<file path="config.mk">
export PLATFORM = sky130hd
export DESIGN_NAME = uart_frame_and_line_receiver_flat
export DESIGN_NICKNAME = d
export VERILOG_FILES = /design/src/sv/ufl_pkg.sv /design/src/sv/ufl_if.sv /design/src/sv/ufl_ctrl.sv /design/src/sv/ufl_datapath.sv /design/src/sv/uart_frame_and_line_receiver.sv /design/src/flat_wrapper.sv
export SDC_FILE = /design/constraint.sdc
export NUM_CORES = 1
export LEC_CHECK = 0
export ABC_AREA = 1
export ABC_CLOCK_PERIOD_IN_PS = 2400
export BUFFER_PORTS_ARGS = -buffer_cell sky130_fd_sc_hd__buf_2
export CORE_MARGIN = 2
export CORE_UTILIZATION = 45
export DETAILED_ROUTE_END_ITERATION = 16
export GPL_ROUTABILITY_DRIVEN = 0
export PLACE_DENSITY_LB_ADDON = 0.05
export SETUP_SLACK_MARGIN = 0.15
export SYNTH_ARGS = -nofsm -noshare
export SYNTH_HDL_FRONTEND = slang
export SYNTH_SLANG_ARGS = --single-unit
</file>
<file path="constraint.sdc">
create_clock -name clk_i -period 2.4 [get_ports clk_i]
set_input_delay 0.24 -clock clk_i [delete_from_list [all_inputs] [get_ports clk_i]]
set_output_delay 0.24 -clock clk_i [all_outputs]
set_load 0.02 [all_outputs]
</file>
<file path="src/sv/ufl_pkg.sv">
// Shared types and constants of the serial byte deframer.
// Command and status structs between controller and datapath, byte codes.
// No dependencies; compiled first.
`default_nettype none

package ufl_pkg;

  localparam int unsigned BYTE_W = 8;
  localparam int unsigned POS_W  = 9;

  // Special byte values
  localparam logic [BYTE_W-1:0] SYNC_BYTE = 8'h55;
  localparam logic [BYTE_W-1:0] CHAR_CR   = 8'h0D;
  localparam logic [BYTE_W-1:0] CHAR_LF   = 8'h0A;

  // Smallest length byte that opens a frame, and the frame's first position
  localparam logic [BYTE_W-1:0] MIN_LEN    = 8'd2;
  localparam logic [POS_W-1:0]  FRAME_LPOS = 9'd2;

  // Result kind codes
  localparam logic KIND_FRAME = 1'b0;
  localparam logic KIND_TEXT  = 1'b1;

  // Controller to datapath
  typedef struct packed {
    logic take;        // an input item is accepted this cycle
    logic drain_read;  // read the line store at the drain index
    logic drain_load;  // move the read byte into the output register
  } ufl_cmd_t;

  // Datapath to controller
  typedef struct packed {
    logic out_free;    // output register empty or being taken
    logic line_end;    // offered byte ends a non-empty line
    logic drain_last;  // drain index points at the final stored byte
  } ufl_status_t;

  // Bytes that may stand in a text line
  function automatic logic is_line_char(input logic [BYTE_W-1:0] c);
    logic ok;
    ok = ((c >= 8'h30) && (c <= 8'h39)) ||   // 0-9
         ((c >= 8'h41) && (c <= 8'h5A)) ||   // A-Z
         ((c >= 8'h61) && (c <= 8'h7A)) ||   // a-z
         (c == 8'h2C) || (c == 8'h5F) ||     // comma, underscore
         (c == 8'h2D) || (c == 8'h20) ||     // hyphen, space
         (c == 8'h09);                       // tab
    return ok;
  endfunction

endpackage

`default_nettype wire

</file>
<file path="src/sv/ufl_if.sv">
// Valid/ready channel interfaces of the serial byte deframer.
// Input channel carries one received byte, result channel one emitted byte.
// No dependencies.
`default_nettype none

interface ufl_rx_if;
  logic       valid;
  logic       ready;
  logic [7:0] rx_byte;

  modport source (output valid, output rx_byte, input ready);
  modport sink   (input valid, input rx_byte, output ready);
endinterface

interface ufl_res_if;
  logic       valid;
  logic       ready;
  logic       kind;
  logic [7:0] data;
  logic [8:0] position;
  logic       last;

  modport source (output valid, output kind, output data, output position, output last,
                  input ready);
  modport sink   (input valid, input kind, input data, input position, input last,
                  output ready);
endinterface

`default_nettype wire

</file>
<file path="src/sv/ufl_ctrl.sv">
// Controller of the serial byte deframer: idle / line drain sequencing.
// Issues commands to ufl_datapath and reads its status.
// Depends on ufl_pkg.
`default_nettype none

module ufl_ctrl (
  input  logic               clk_i,
  input  logic               rst_ni,
  input  logic               rx_valid_i,
  output logic               rx_ready_o,
  input  ufl_pkg::ufl_status_t status_i,
  output ufl_pkg::ufl_cmd_t    cmd_o
);
  import ufl_pkg::*;

  localparam logic [1:0] ST_IDLE = 2'd0;
  localparam logic [1:0] ST_READ = 2'd1;
  localparam logic [1:0] ST_LOAD = 2'd2;

  logic [1:0] state_q, state_d;

  // Next state and commands
  always_comb begin
    state_d        = state_q;
    rx_ready_o     = 1'b0;
    cmd_o          = '0;
    case (state_q)
      ST_IDLE: begin
        rx_ready_o = status_i.out_free;
        cmd_o.take = rx_valid_i && status_i.out_free;
        if (cmd_o.take && status_i.line_end) begin
          state_d = ST_READ;
        end
      end
      ST_READ: begin
        cmd_o.drain_read = 1'b1;
        state_d          = ST_LOAD;
      end
      ST_LOAD: begin
        cmd_o.drain_load = status_i.out_free;
        if (status_i.out_free) begin
          state_d = status_i.drain_last ? ST_IDLE : ST_READ;
        end
      end
      default: begin
        state_d = ST_IDLE;
      end
    endcase
  end

  // State register
  always_ff @(posedge clk_i or negedge rst_ni) begin
    if (!rst_ni) begin
      state_q <= ST_IDLE;
    end else begin
      state_q <= state_d;
    end
  end

endmodule

`default_nettype wire

</file>
<file path="src/sv/ufl_datapath.sv">
// Datapath of the serial byte deframer: frame tracking, line store, output register.
// Driven by ufl_ctrl through ufl_cmd_t, reports ufl_status_t.
// Depends on ufl_pkg.
`default_nettype none

module ufl_datapath #(
  parameter int unsigned LINE_BUFFER = 64
) (
  input  logic                 clk_i,
  input  logic                 rst_ni,
  input  ufl_pkg::ufl_cmd_t    cmd_i,
  output ufl_pkg::ufl_status_t status_o,
  input  logic [7:0]           rx_byte_i,
  input  logic                 res_ready_i,
  output logic                 res_valid_o,
  output logic                 res_kind_o,
  output logic [7:0]           res_data_o,
  output logic [8:0]           res_position_o,
  output logic                 res_last_o
);
  import ufl_pkg::*;

  localparam int unsigned LINE_CAP = LINE_BUFFER - 1;
  localparam int unsigned CW       = $clog2(LINE_BUFFER);
  localparam int unsigned AW       = (LINE_CAP > 1) ? $clog2(LINE_CAP) : 1;

  // Control state
  logic             sync_seen_q, sync_seen_d;
  logic             in_frame_q, in_frame_d;
  logic [POS_W-1:0] frame_pos_q, frame_pos_d;
  logic [BYTE_W-1:0] frame_len_q, frame_len_d;
  logic [CW-1:0]    text_count_q, text_count_d;
  logic [CW-1:0]    drain_idx_q, drain_idx_d;
  logic             out_valid_q, out_valid_d;

  // Output payload and line store
  logic              out_kind_q;
  logic [BYTE_W-1:0] out_data_q;
  logic [POS_W-1:0]  out_pos_q;
  logic              out_last_q;
  logic [BYTE_W-1:0] line_mem_q [LINE_CAP];
  logic [BYTE_W-1:0] rd_data_q;

  logic              is_sync, is_eol, at_len, short_len, frame_last, emit_frame;
  logic              drain_last, mem_we;
  logic [POS_W-1:0]  frame_end;

  // Byte decode
  assign is_sync    = (rx_byte_i == SYNC_BYTE);
  assign is_eol     = (rx_byte_i == CHAR_CR) || (rx_byte_i == CHAR_LF);
  assign at_len     = (frame_pos_q == FRAME_LPOS);
  assign short_len  = (rx_byte_i < MIN_LEN);
  assign frame_end  = {1'b0, frame_len_q} + 9'd2;
  assign frame_last = !at_len && ((frame_pos_q + 9'd1) == frame_end);
  assign emit_frame = cmd_i.take && in_frame_q && !(at_len && short_len);
  assign drain_last = ((drain_idx_q + CW'(1)) == text_count_q);

  assign status_o.out_free   = !out_valid_q || res_ready_i;
  assign status_o.line_end   = !in_frame_q && !is_sync && is_eol && (text_count_q != '0);
  assign status_o.drain_last = drain_last;

  // Next state of frame and line tracking
  always_comb begin
    sync_seen_d  = sync_seen_q;
    in_frame_d   = in_frame_q;
    frame_pos_d  = frame_pos_q;
    frame_len_d  = frame_len_q;
    text_count_d = text_count_q;
    drain_idx_d  = drain_idx_q;
    mem_we       = 1'b0;
    if (cmd_i.take) begin
      if (!in_frame_q) begin
        if (is_sync) begin
          if (sync_seen_q) begin
            // second sync byte: open a frame, drop the line
            sync_seen_d  = 1'b0;
            in_frame_d   = 1'b1;
            frame_pos_d  = FRAME_LPOS;
            text_count_d = '0;
          end else begin
            sync_seen_d = 1'b1;
          end
        end else begin
          sync_seen_d = 1'b0;
          if (is_eol) begin
            // line kept until the drain has gone through it
          end else if (is_line_char(rx_byte_i) && (text_count_q < CW'(LINE_CAP))) begin
            mem_we       = 1'b1;
            text_count_d = text_count_q + CW'(1);
          end else begin
            text_count_d = '0;
          end
        end
      end else if (at_len && short_len) begin
        // short length: drop the frame
        frame_len_d = MIN_LEN;
        in_frame_d  = 1'b0;
        frame_pos_d = '0;
      end else begin
        if (at_len) begin
          frame_len_d = rx_byte_i;
        end
        frame_pos_d = frame_pos_q + 9'd1;
        if (frame_last) begin
          in_frame_d  = 1'b0;
          frame_pos_d = '0;
          sync_seen_d = 1'b0;
        end
      end
    end
    if (cmd_i.drain_load) begin
      if (drain_last) begin
        drain_idx_d  = '0;
        text_count_d = '0;
      end else begin
        drain_idx_d = drain_idx_q + CW'(1);
      end
    end
  end

  // Output register occupancy
  always_comb begin
    out_valid_d = out_valid_q && !res_ready_i;
    if (emit_frame || cmd_i.drain_load) begin
      out_valid_d = 1'b1;
    end
  end

  // Control registers
  always_ff @(posedge clk_i or negedge rst_ni) begin
    if (!rst_ni) begin
      sync_seen_q  <= 1'b0;
      in_frame_q   <= 1'b0;
      frame_pos_q  <= '0;
      frame_len_q  <= MIN_LEN;
      text_count_q <= '0;
      drain_idx_q  <= '0;
      out_valid_q  <= 1'b0;
    end else begin
      sync_seen_q  <= sync_seen_d;
      in_frame_q   <= in_frame_d;
      frame_pos_q  <= frame_pos_d;
      frame_len_q  <= frame_len_d;
      text_count_q <= text_count_d;
      drain_idx_q  <= drain_idx_d;
      out_valid_q  <= out_valid_d;
    end
  end

  // Output payload
  always_ff @(posedge clk_i) begin
    if (emit_frame) begin
      out_kind_q <= KIND_FRAME;
      out_data_q <= rx_byte_i;
      out_pos_q  <= frame_pos_q;
      out_last_q <= frame_last;
    end else if (cmd_i.drain_load) begin
      out_kind_q <= KIND_TEXT;
      out_data_q <= rd_data_q;
      out_pos_q  <= POS_W'(drain_idx_q);
      out_last_q <= drain_last;
    end
  end

  // Line store: one write port, one registered read port
  always_ff @(posedge clk_i) begin
    if (mem_we) begin
      line_mem_q[text_count_q[AW-1:0]] <= rx_byte_i;
    end
    if (cmd_i.drain_read) begin
      rd_data_q <= line_mem_q[drain_idx_q[AW-1:0]];
    end
  end

  assign res_valid_o    = out_valid_q;
  assign res_kind_o     = out_kind_q;
  assign res_data_o     = out_data_q;
  assign res_position_o = out_pos_q;
  assign res_last_o     = out_last_q;

  // Checks
  a_frame_no_sync : assert property (@(posedge clk_i) disable iff (!rst_ni)
    in_frame_q |-> !sync_seen_q)
    else $error("sync flag set inside a frame");

  a_frame_pos_range : assert property (@(posedge clk_i) disable iff (!rst_ni)
    in_frame_q |-> (frame_pos_q >= FRAME_LPOS) && (frame_pos_q < frame_end))
    else $error("frame position out of range");

  a_line_cap : assert property (@(posedge clk_i) disable iff (!rst_ni)
    text_count_q <= CW'(LINE_CAP))
    else $error("line count beyond capacity");

  a_drain_idx : assert property (@(posedge clk_i) disable iff (!rst_ni)
    (drain_idx_q != '0) |-> (drain_idx_q < text_count_q))
    else $error("drain index beyond stored line");

  a_load_after_read : assert property (@(posedge clk_i) disable iff (!rst_ni)
    cmd_i.drain_read |=> !cmd_i.take && !cmd_i.drain_read)
    else $error("line read not followed by a load cycle");

endmodule

`default_nettype wire

</file>
<file path="src/sv/uart_frame_and_line_receiver.sv">
// Frame result: shown in the cycle after its byte is accepted; one byte per cycle while
//   the output register is free.
// Line end (CR/LF): drains the stored line byte by byte (line store read, then output
//   register load once it is free); no byte is accepted during the drain.
// Reset (rst_ni low, asynchronous): clears frame, sync, line count and output valid;
//   the line store keeps its contents and needs no clearing pass.
`default_nettype none

module uart_frame_and_line_receiver #(
  parameter int unsigned LINE_BUFFER = 64
) (
  input  logic          clk_i,
  input  logic          rst_ni,
  ufl_rx_if.sink        rx_i,
  ufl_res_if.source     res_o
);
  import ufl_pkg::*;

  ufl_cmd_t    cmd;
  ufl_status_t status;

  // Sequencer
  ufl_ctrl u_ctrl (
    .clk_i      (clk_i),
    .rst_ni     (rst_ni),
    .rx_valid_i (rx_i.valid),
    .rx_ready_o (rx_i.ready),
    .status_i   (status),
    .cmd_o      (cmd)
  );

  // Tracking, line store and output register
  ufl_datapath #(
    .LINE_BUFFER (LINE_BUFFER)
  ) u_datapath (
    .clk_i          (clk_i),
    .rst_ni         (rst_ni),
    .cmd_i          (cmd),
    .status_o       (status),
    .rx_byte_i      (rx_i.rx_byte),
    .res_ready_i    (res_o.ready),
    .res_valid_o    (res_o.valid),
    .res_kind_o     (res_o.kind),
    .res_data_o     (res_o.data),
    .res_position_o (res_o.position),
    .res_last_o     (res_o.last)
  );

endmodule

`default_nettype wire
</file>
<file path="src/flat_wrapper.sv">
// flat-port wrapper written by rule: the top's interface ports become plain ports
module uart_frame_and_line_receiver_flat import ufl_pkg::*;
#(
  parameter int unsigned LINE_BUFFER = 64
)
  (clk_i, rst_ni, rx_i_valid, rx_i_rx_byte, rx_i_ready, res_o_valid, res_o_kind, res_o_data, res_o_position, res_o_last, res_o_ready);
  ufl_rx_if rx_i_i ();
  ufl_res_if res_o_i ();
  input  logic clk_i;
  input  logic rst_ni;
  input wire logic [$bits(rx_i_i.valid)-1:0] rx_i_valid;
  input wire logic [$bits(rx_i_i.rx_byte)-1:0] rx_i_rx_byte;
  output wire logic [$bits(rx_i_i.ready)-1:0] rx_i_ready;
  output wire logic [$bits(res_o_i.valid)-1:0] res_o_valid;
  output wire logic [$bits(res_o_i.kind)-1:0] res_o_kind;
  output wire logic [$bits(res_o_i.data)-1:0] res_o_data;
  output wire logic [$bits(res_o_i.position)-1:0] res_o_position;
  output wire logic [$bits(res_o_i.last)-1:0] res_o_last;
  input wire logic [$bits(res_o_i.ready)-1:0] res_o_ready;
  assign rx_i_i.valid = rx_i_valid;
  assign rx_i_i.rx_byte = rx_i_rx_byte;
  assign rx_i_ready = rx_i_i.ready;
  assign res_o_valid = res_o_i.valid;
  assign res_o_kind = res_o_i.kind;
  assign res_o_data = res_o_i.data;
  assign res_o_position = res_o_i.position;
  assign res_o_last = res_o_i.last;
  assign res_o_i.ready = res_o_ready;
  uart_frame_and_line_receiver #(.LINE_BUFFER(LINE_BUFFER)) u_core (.clk_i(clk_i), .rst_ni(rst_ni), .rx_i(rx_i_i), .res_o(res_o_i));
endmodule
</file>
# Word level (Yosys, flattened, before mapping)
# Memory sizes are Yosys's and may differ from the RTL's. A register that Yosys moved wholly into a read port is not among the register bits.
# Cells that the tools add are included.
# word_totals
reg_bits,53
ramBits,504
in_bits,12
output_inout_bits,21
word_cells,130
memories,1
# mem_list
name,words,word_bits,rd,rd_clocked_by_memory_dff,write_ports,line_no,rtl
u_core.u_datapath.line_mem_q,63,8,1,1,1,ufl_datapath.sv:41,logic [BYTE_W-1:0] line_mem_q [LINE_CAP];
# op_classes
n_addsub,4
order_cmp,8
eq_ne,17
mux,48
reduce_logical,40
# ops
operator,count
9-bit 2-to-1 mux,7
6-bit 2-to-1 mux,9
8-bit 2-to-1 mux,4
1-bit 2-to-1 mux,25
"8-bit by 4-bit equality test with 1-bit output, second input constant",3
"8-bit by 6-bit equality test with 1-bit output, second input constant",3
"8-bit by 7-bit equality test with 1-bit output, second input constant",2
"8-bit by 7-bit greater-or-equal comparator with 1-bit output, second input constant",2
"8-bit by 7-bit less-or-equal comparator with 1-bit output, second input constant",2
1-bit logical AND,14
"6-bit by 1-bit adder with 6-bit output, second input constant",2
1-bit logical OR,10
"8-bit by 2-bit adder with 9-bit output, second input constant",1
"9-bit by 1-bit adder with 9-bit output, second input constant",1
"9-bit by 2-bit equality test with 1-bit output, second input constant",1
9-bit equality test,1
3-bit AND reduction,3
"8-bit by 6-bit greater-or-equal comparator with 1-bit output, second input constant",1
"8-bit by 6-bit less-or-equal comparator with 1-bit output, second input constant",1
"8-bit by 2-bit < comparator with 1-bit output, second input constant",1
2-bit nonzero test,4
6-bit equality test,1
1-bit zero test,6
"6-bit < comparator, second input constant",1
other kinds (9),12

# Longest topological paths before layout
# depth
word_depth,17
ltp_mapped,15
depth_no_buf,15

# Hierarchy
# Synthesis repeated with hierarchy kept, for this count alone.
# hier_totals
hier_cells,1979
area_unflattened_um2,23658.9
# modules_own_cells
mod,instances,cells_per_inst,area_each_um2
ufl_datapath,1,1956,23525.1
ufl_ctrl,1,23,133.9

# Worst setup path before layout
# No wires, ideal clock.
# synth_path
kind,flip-flop to flip-flop
start,reg u_core.u_datapath.out_valid_q (netlist: u_core.u_datapath.res_valid_o)
end,mem u_core.u_datapath.line_mem_q[62][0] (enable)
setup_ns,0.370
t_arrival_ns,2.079
t_required_ns,2.030
path_slack_ns,-0.050
path_stages_with_launch,12
period_less_slack_ns,2.450
path_cell_list,dfrtp_1 > inv_1 > nor2_1 > nor3_4 > nand2_4 > clkinv_4 > nand2_2 > nor2_4 > nand3_4 > nor2_8 > nand2_2 > nor2_1
# synth_via
elab_chain_cells,7
# synth_lines
item,line_no,rtl
start: declaration,ufl_datapath.sv:34,"logic out_valid_q, out_valid_d;"
start signal: assignment,ufl_datapath.sv:146,out_valid_q <= out_valid_d;
1-bit zero test,ufl_datapath.sv:58,assign status_o.out_free = !out_valid_q || res_ready_i;
1-bit logical OR,ufl_datapath.sv:58,
1-bit logical AND,ufl_ctrl.sv:30,cmd_o.take = rx_valid_i && status_i.out_free;
1-bit 2-to-1 mux,ufl_ctrl.sv:27,case (state_q)
1-bit 2-to-1 mux,ufl_datapath.sv:71,if (cmd_i.take) begin
1-bit 2-to-1 mux,ufl_datapath.sv:167,if (mem_we) begin
1-bit 2-to-1 mux (implied by the code),ufl_datapath.sv:168,line_mem_q[text_count_q[AW-1:0]] <= rx_byte_i;
end: declaration,ufl_datapath.sv:41,
# Every way passes these cells.

# Worst setup path after layout
# layout_path
start,reg u_core.u_datapath.out_valid_q (netlist: u_core.u_datapath.res_valid_o)
end,mem u_core.u_datapath.line_mem_q[17][0] (enable)
# The elaborated chain is that of the path after synthesis.

==> results.md <==
- Run status: finished clean
- Syn nets: 1974
- Gate Count Post-Synth: 1956
- Final Slew Violations: 0
- Max-slew headroom: 40.0%
- Fraction of layout cells with a size suffix above 1: 20.0%
- Synthesized flop and latch total: 565
- Sequential share of the synthesized area: 71.3%
- Vias in the first global route: 16100
- Startpoint Class: flop
- Crit path capture type: flop
- FF-to-FF Start: u_core.u_datapath.res_valid_o
- Core Box Area: 51500 sq um
- Crit. Startpoint: u_core.u_datapath.res_valid_o
- Synth top cells by count: edfxtp_1, nor2_1, o21ai_0
- Via density per instance: 5.79
- Post-route antenna net violation count: 0
- Max-Cap Viols: 0
- Syn-to-layout area delta: 20.9%
- # rows: 83
- Design Power: 31.7 mW
- Worst-path cell chain: inv_2 -> nor2_2 -> nor3_4 -> nand2_4 -> clkinv_4 -> nand2_8 -> nor2_4 -> nand3_4 -> nor2_8 -> nand2_4 -> nor2_2
- DRC Markers: 0
- Most used DFF post-synth: edfxtp_1
- Die width: 233 um
- Final hold slack: 0.0439 ns
- CTS root buf: clkbuf_16
- Vias after detailed routing: 16600
- Die height: 233 um
- Gr usage total: 27.0%
- Yosys Warn Count: 0
- Avg WL per Cell: 25.6 um
- Fillers: 4397
- Ant diodes: 0
- CP top delay family: simple AND/OR/NAND/NOR gates
- Starting density of the core: 45.7%
- Crit path max fanout: 8
- Initial DRC count: 2119
- Fin crit period: 2.27 ns
- GRT Residual Overflow: 0
- Maximum clock frequency: 441 MHz
- Clock latency on the worst-skew pair: 0.63 ns
- Post-synth design cell area: 23500 sq um
- Post-synth top area share: 67.6%
- Fin crit share: 94.4%
- Hold Startpoint: rx_i_rx_byte[7]
- CP max-delay cell: dfrtp_2
- CTS tree: built
- Skew final: 0.0234 ns
- I/O Buffers: 32
- Worst EP required: 2.67 ns
- FFs w/ async S/R, synth: 6.02%
- Number of synthesized flops with an enable pin: 530
- Worst VDD drop: 0.000697 V
- CTS buffer count: 59
- Clock Path Buffers: 3
- IO Pins: 33
- Largest net degree at the start of global routing: 79
- Crit Path Class: reg -> reg
- Critical path buffer and inverter count: 2
- DRT Pass-1 Iters: 5
- Nets@finish: 2148
- Synthesized area per cell: 12.0 sq um
- Final setup viols: 0
- Dominant cell type by area after synthesis: edfxtp_1
- Top-count cell post-synth: edfxtp_1
- Slowest Stage Delay on Critical Path: 0.41 ns
- Synth top area cells: edfxtp_1, o21ai_0, nor2_1
- Initial antenna violation count: 1
- H-Tree Depth: 2
- DIE AREA: 54200 sq um
- Clk sinks: 565
- First-pass GRT wire length: 106000 um
- Fin. Hold Viols: 0
- LEAKAGE: 10.1 nW
- Final WL: 73100 um
- Pwr dens: 1110 nW/um^2
- RSZ-0062 raised after global routing: true
- Min-Delay Path Class: in -> reg
- Crit path DAT: 2.54 ns
- DP Wirelength: 46300 um
- Worst-path clk slew: 0.06 ns
- Yosys cell types: 46
- Worst slew pin tran: 0.900 ns
## worst paths after layout
check	endpoint	slack, ns	depth (start not counted)
max	u_core.u_datapath.line_mem_q[17][0]	0.13	11
min	u_core.u_datapath.line_mem_q[10][7]	0.04	2
max reg2reg	u_core.u_datapath.line_mem_q[17][0]	0.13	11
min reg2reg	u_core.u_datapath.res_kind_o	0.49	2
max in group asynchronous	u_core.u_datapath.drain_idx_q[1]	1.51	2
min in group asynchronous	u_core.u_datapath.frame_pos_q[6]	0.26	2
## placed cells by master (no fill, tap or decap), types with 17 or more instances in the layout
master and count:
buf_12 30, nor2_4 29, o22ai_1 124, o21ai_0 272, nand3_1 62, o211ai_1 22
buf_4 141, edfxtp_1 530, a21oi_1 38, nand2_1 178, clkbuf_16 61, buf_6 18
nor3_4 19, buf_2 32, nor2_1 291, clkinv_2 17, inv_1 62, nor2_2 25
dfrtp_1 27, o21ai_1 55
## layer usage
metal	up-vias	global-route usage, %	part of all wire (%)
met2	740	41.8	46
met4	0	6.25	2.1
met3	91	4.90	8.5
li1	7499	-	-
met5	-	0	0
met1	8232	39.9	43
## registers in the layout (all words and copies together) (netlist names)
register / cells
u_core.u_datapath.res_valid_o: 1
u_core.u_datapath.sync_seen_q: 1
u_core.u_datapath.res_last_o: 1
u_core.u_datapath.rd_data_q: 8
u_core.u_datapath.res_kind_o: 1
u_core.u_datapath.line_mem_q: 504
u_core.u_datapath.in_frame_q: 1
u_core.u_datapath.frame_len_q: 8
u_core.u_datapath.res_data_o: 8
u_core.u_datapath.drain_idx_q: 6
u_core.u_datapath.res_position_o: 9
u_core.u_datapath.frame_pos_q: 9
u_core.u_ctrl.state_q: 2
u_core.u_datapath.text_count_q: 6
## layout make-up
type | count | area, sq um | share of cell area (%)
repair buffers | 229 | 2220 | 7.82
clock buffers | 70 | 1520 | 5.33
well taps | 680 | 851 | 2.99
flip-flops and latches | 565 | 16800 | 59.0
clock inverters | 39 | 303 | 1.06
inverters | 74 | 313 | 1.10
multi-input cells | 1201 | 6450 | 22.7
## logic make-up (layout without fill, tap and decap cells)
group	count (synthesis)	count (layout)	synth area share (%)
compound gates	538	538	12.6
fa+ha+maj	6	6	0.319
xor+xnor	12	12	0.446
buf+inv	190	412	3.39
flops	565	565	71.3
simple gates	645	645	12.0
## repair_timing
item                                    4_1_cts  5_1_grt
resized for setup                            25       84
pin swaps                                     6       25
cloned                                        2        2
endpoints found under the setup margin      214      446
setup buffers                                 9       19
hold endpoints to repair                     33        0
hold buffers                                  1        0
## stage by stage
stage / std cells / utilization, % / TNS [ns] / instance area [sq um] / worst slack, ns
finish: 2858 / 55.3 / 0 / 28500 / 0.135
global route: 2858 / 55.3 / 0 / 28500 / 0.0264
CTS: 2838 / 54.2 / 0 / 27900 / 0.0933
detailed placement: 2717 / 50.1 / -54.62 / 25800 / -0.222
global placement: 2717 / 50.1 / -47.41 / 25800 / -0.182
floorplan: 1956 / - / 0 / 23800 / 0.0852
## power by group
| part | total, mW | internal [mW] | switching (mW) |
|---|---|---|---|
| sequential | 11.5 | 11.2 | 0.348 |
| clock | 8.73 | 4.93 | 3.80 |
| combinational | 11.4 | 3.77 | 7.63 |
| total | 31.7 | 19.9 | 11.8 |
(Power assumes the default switching activity.)
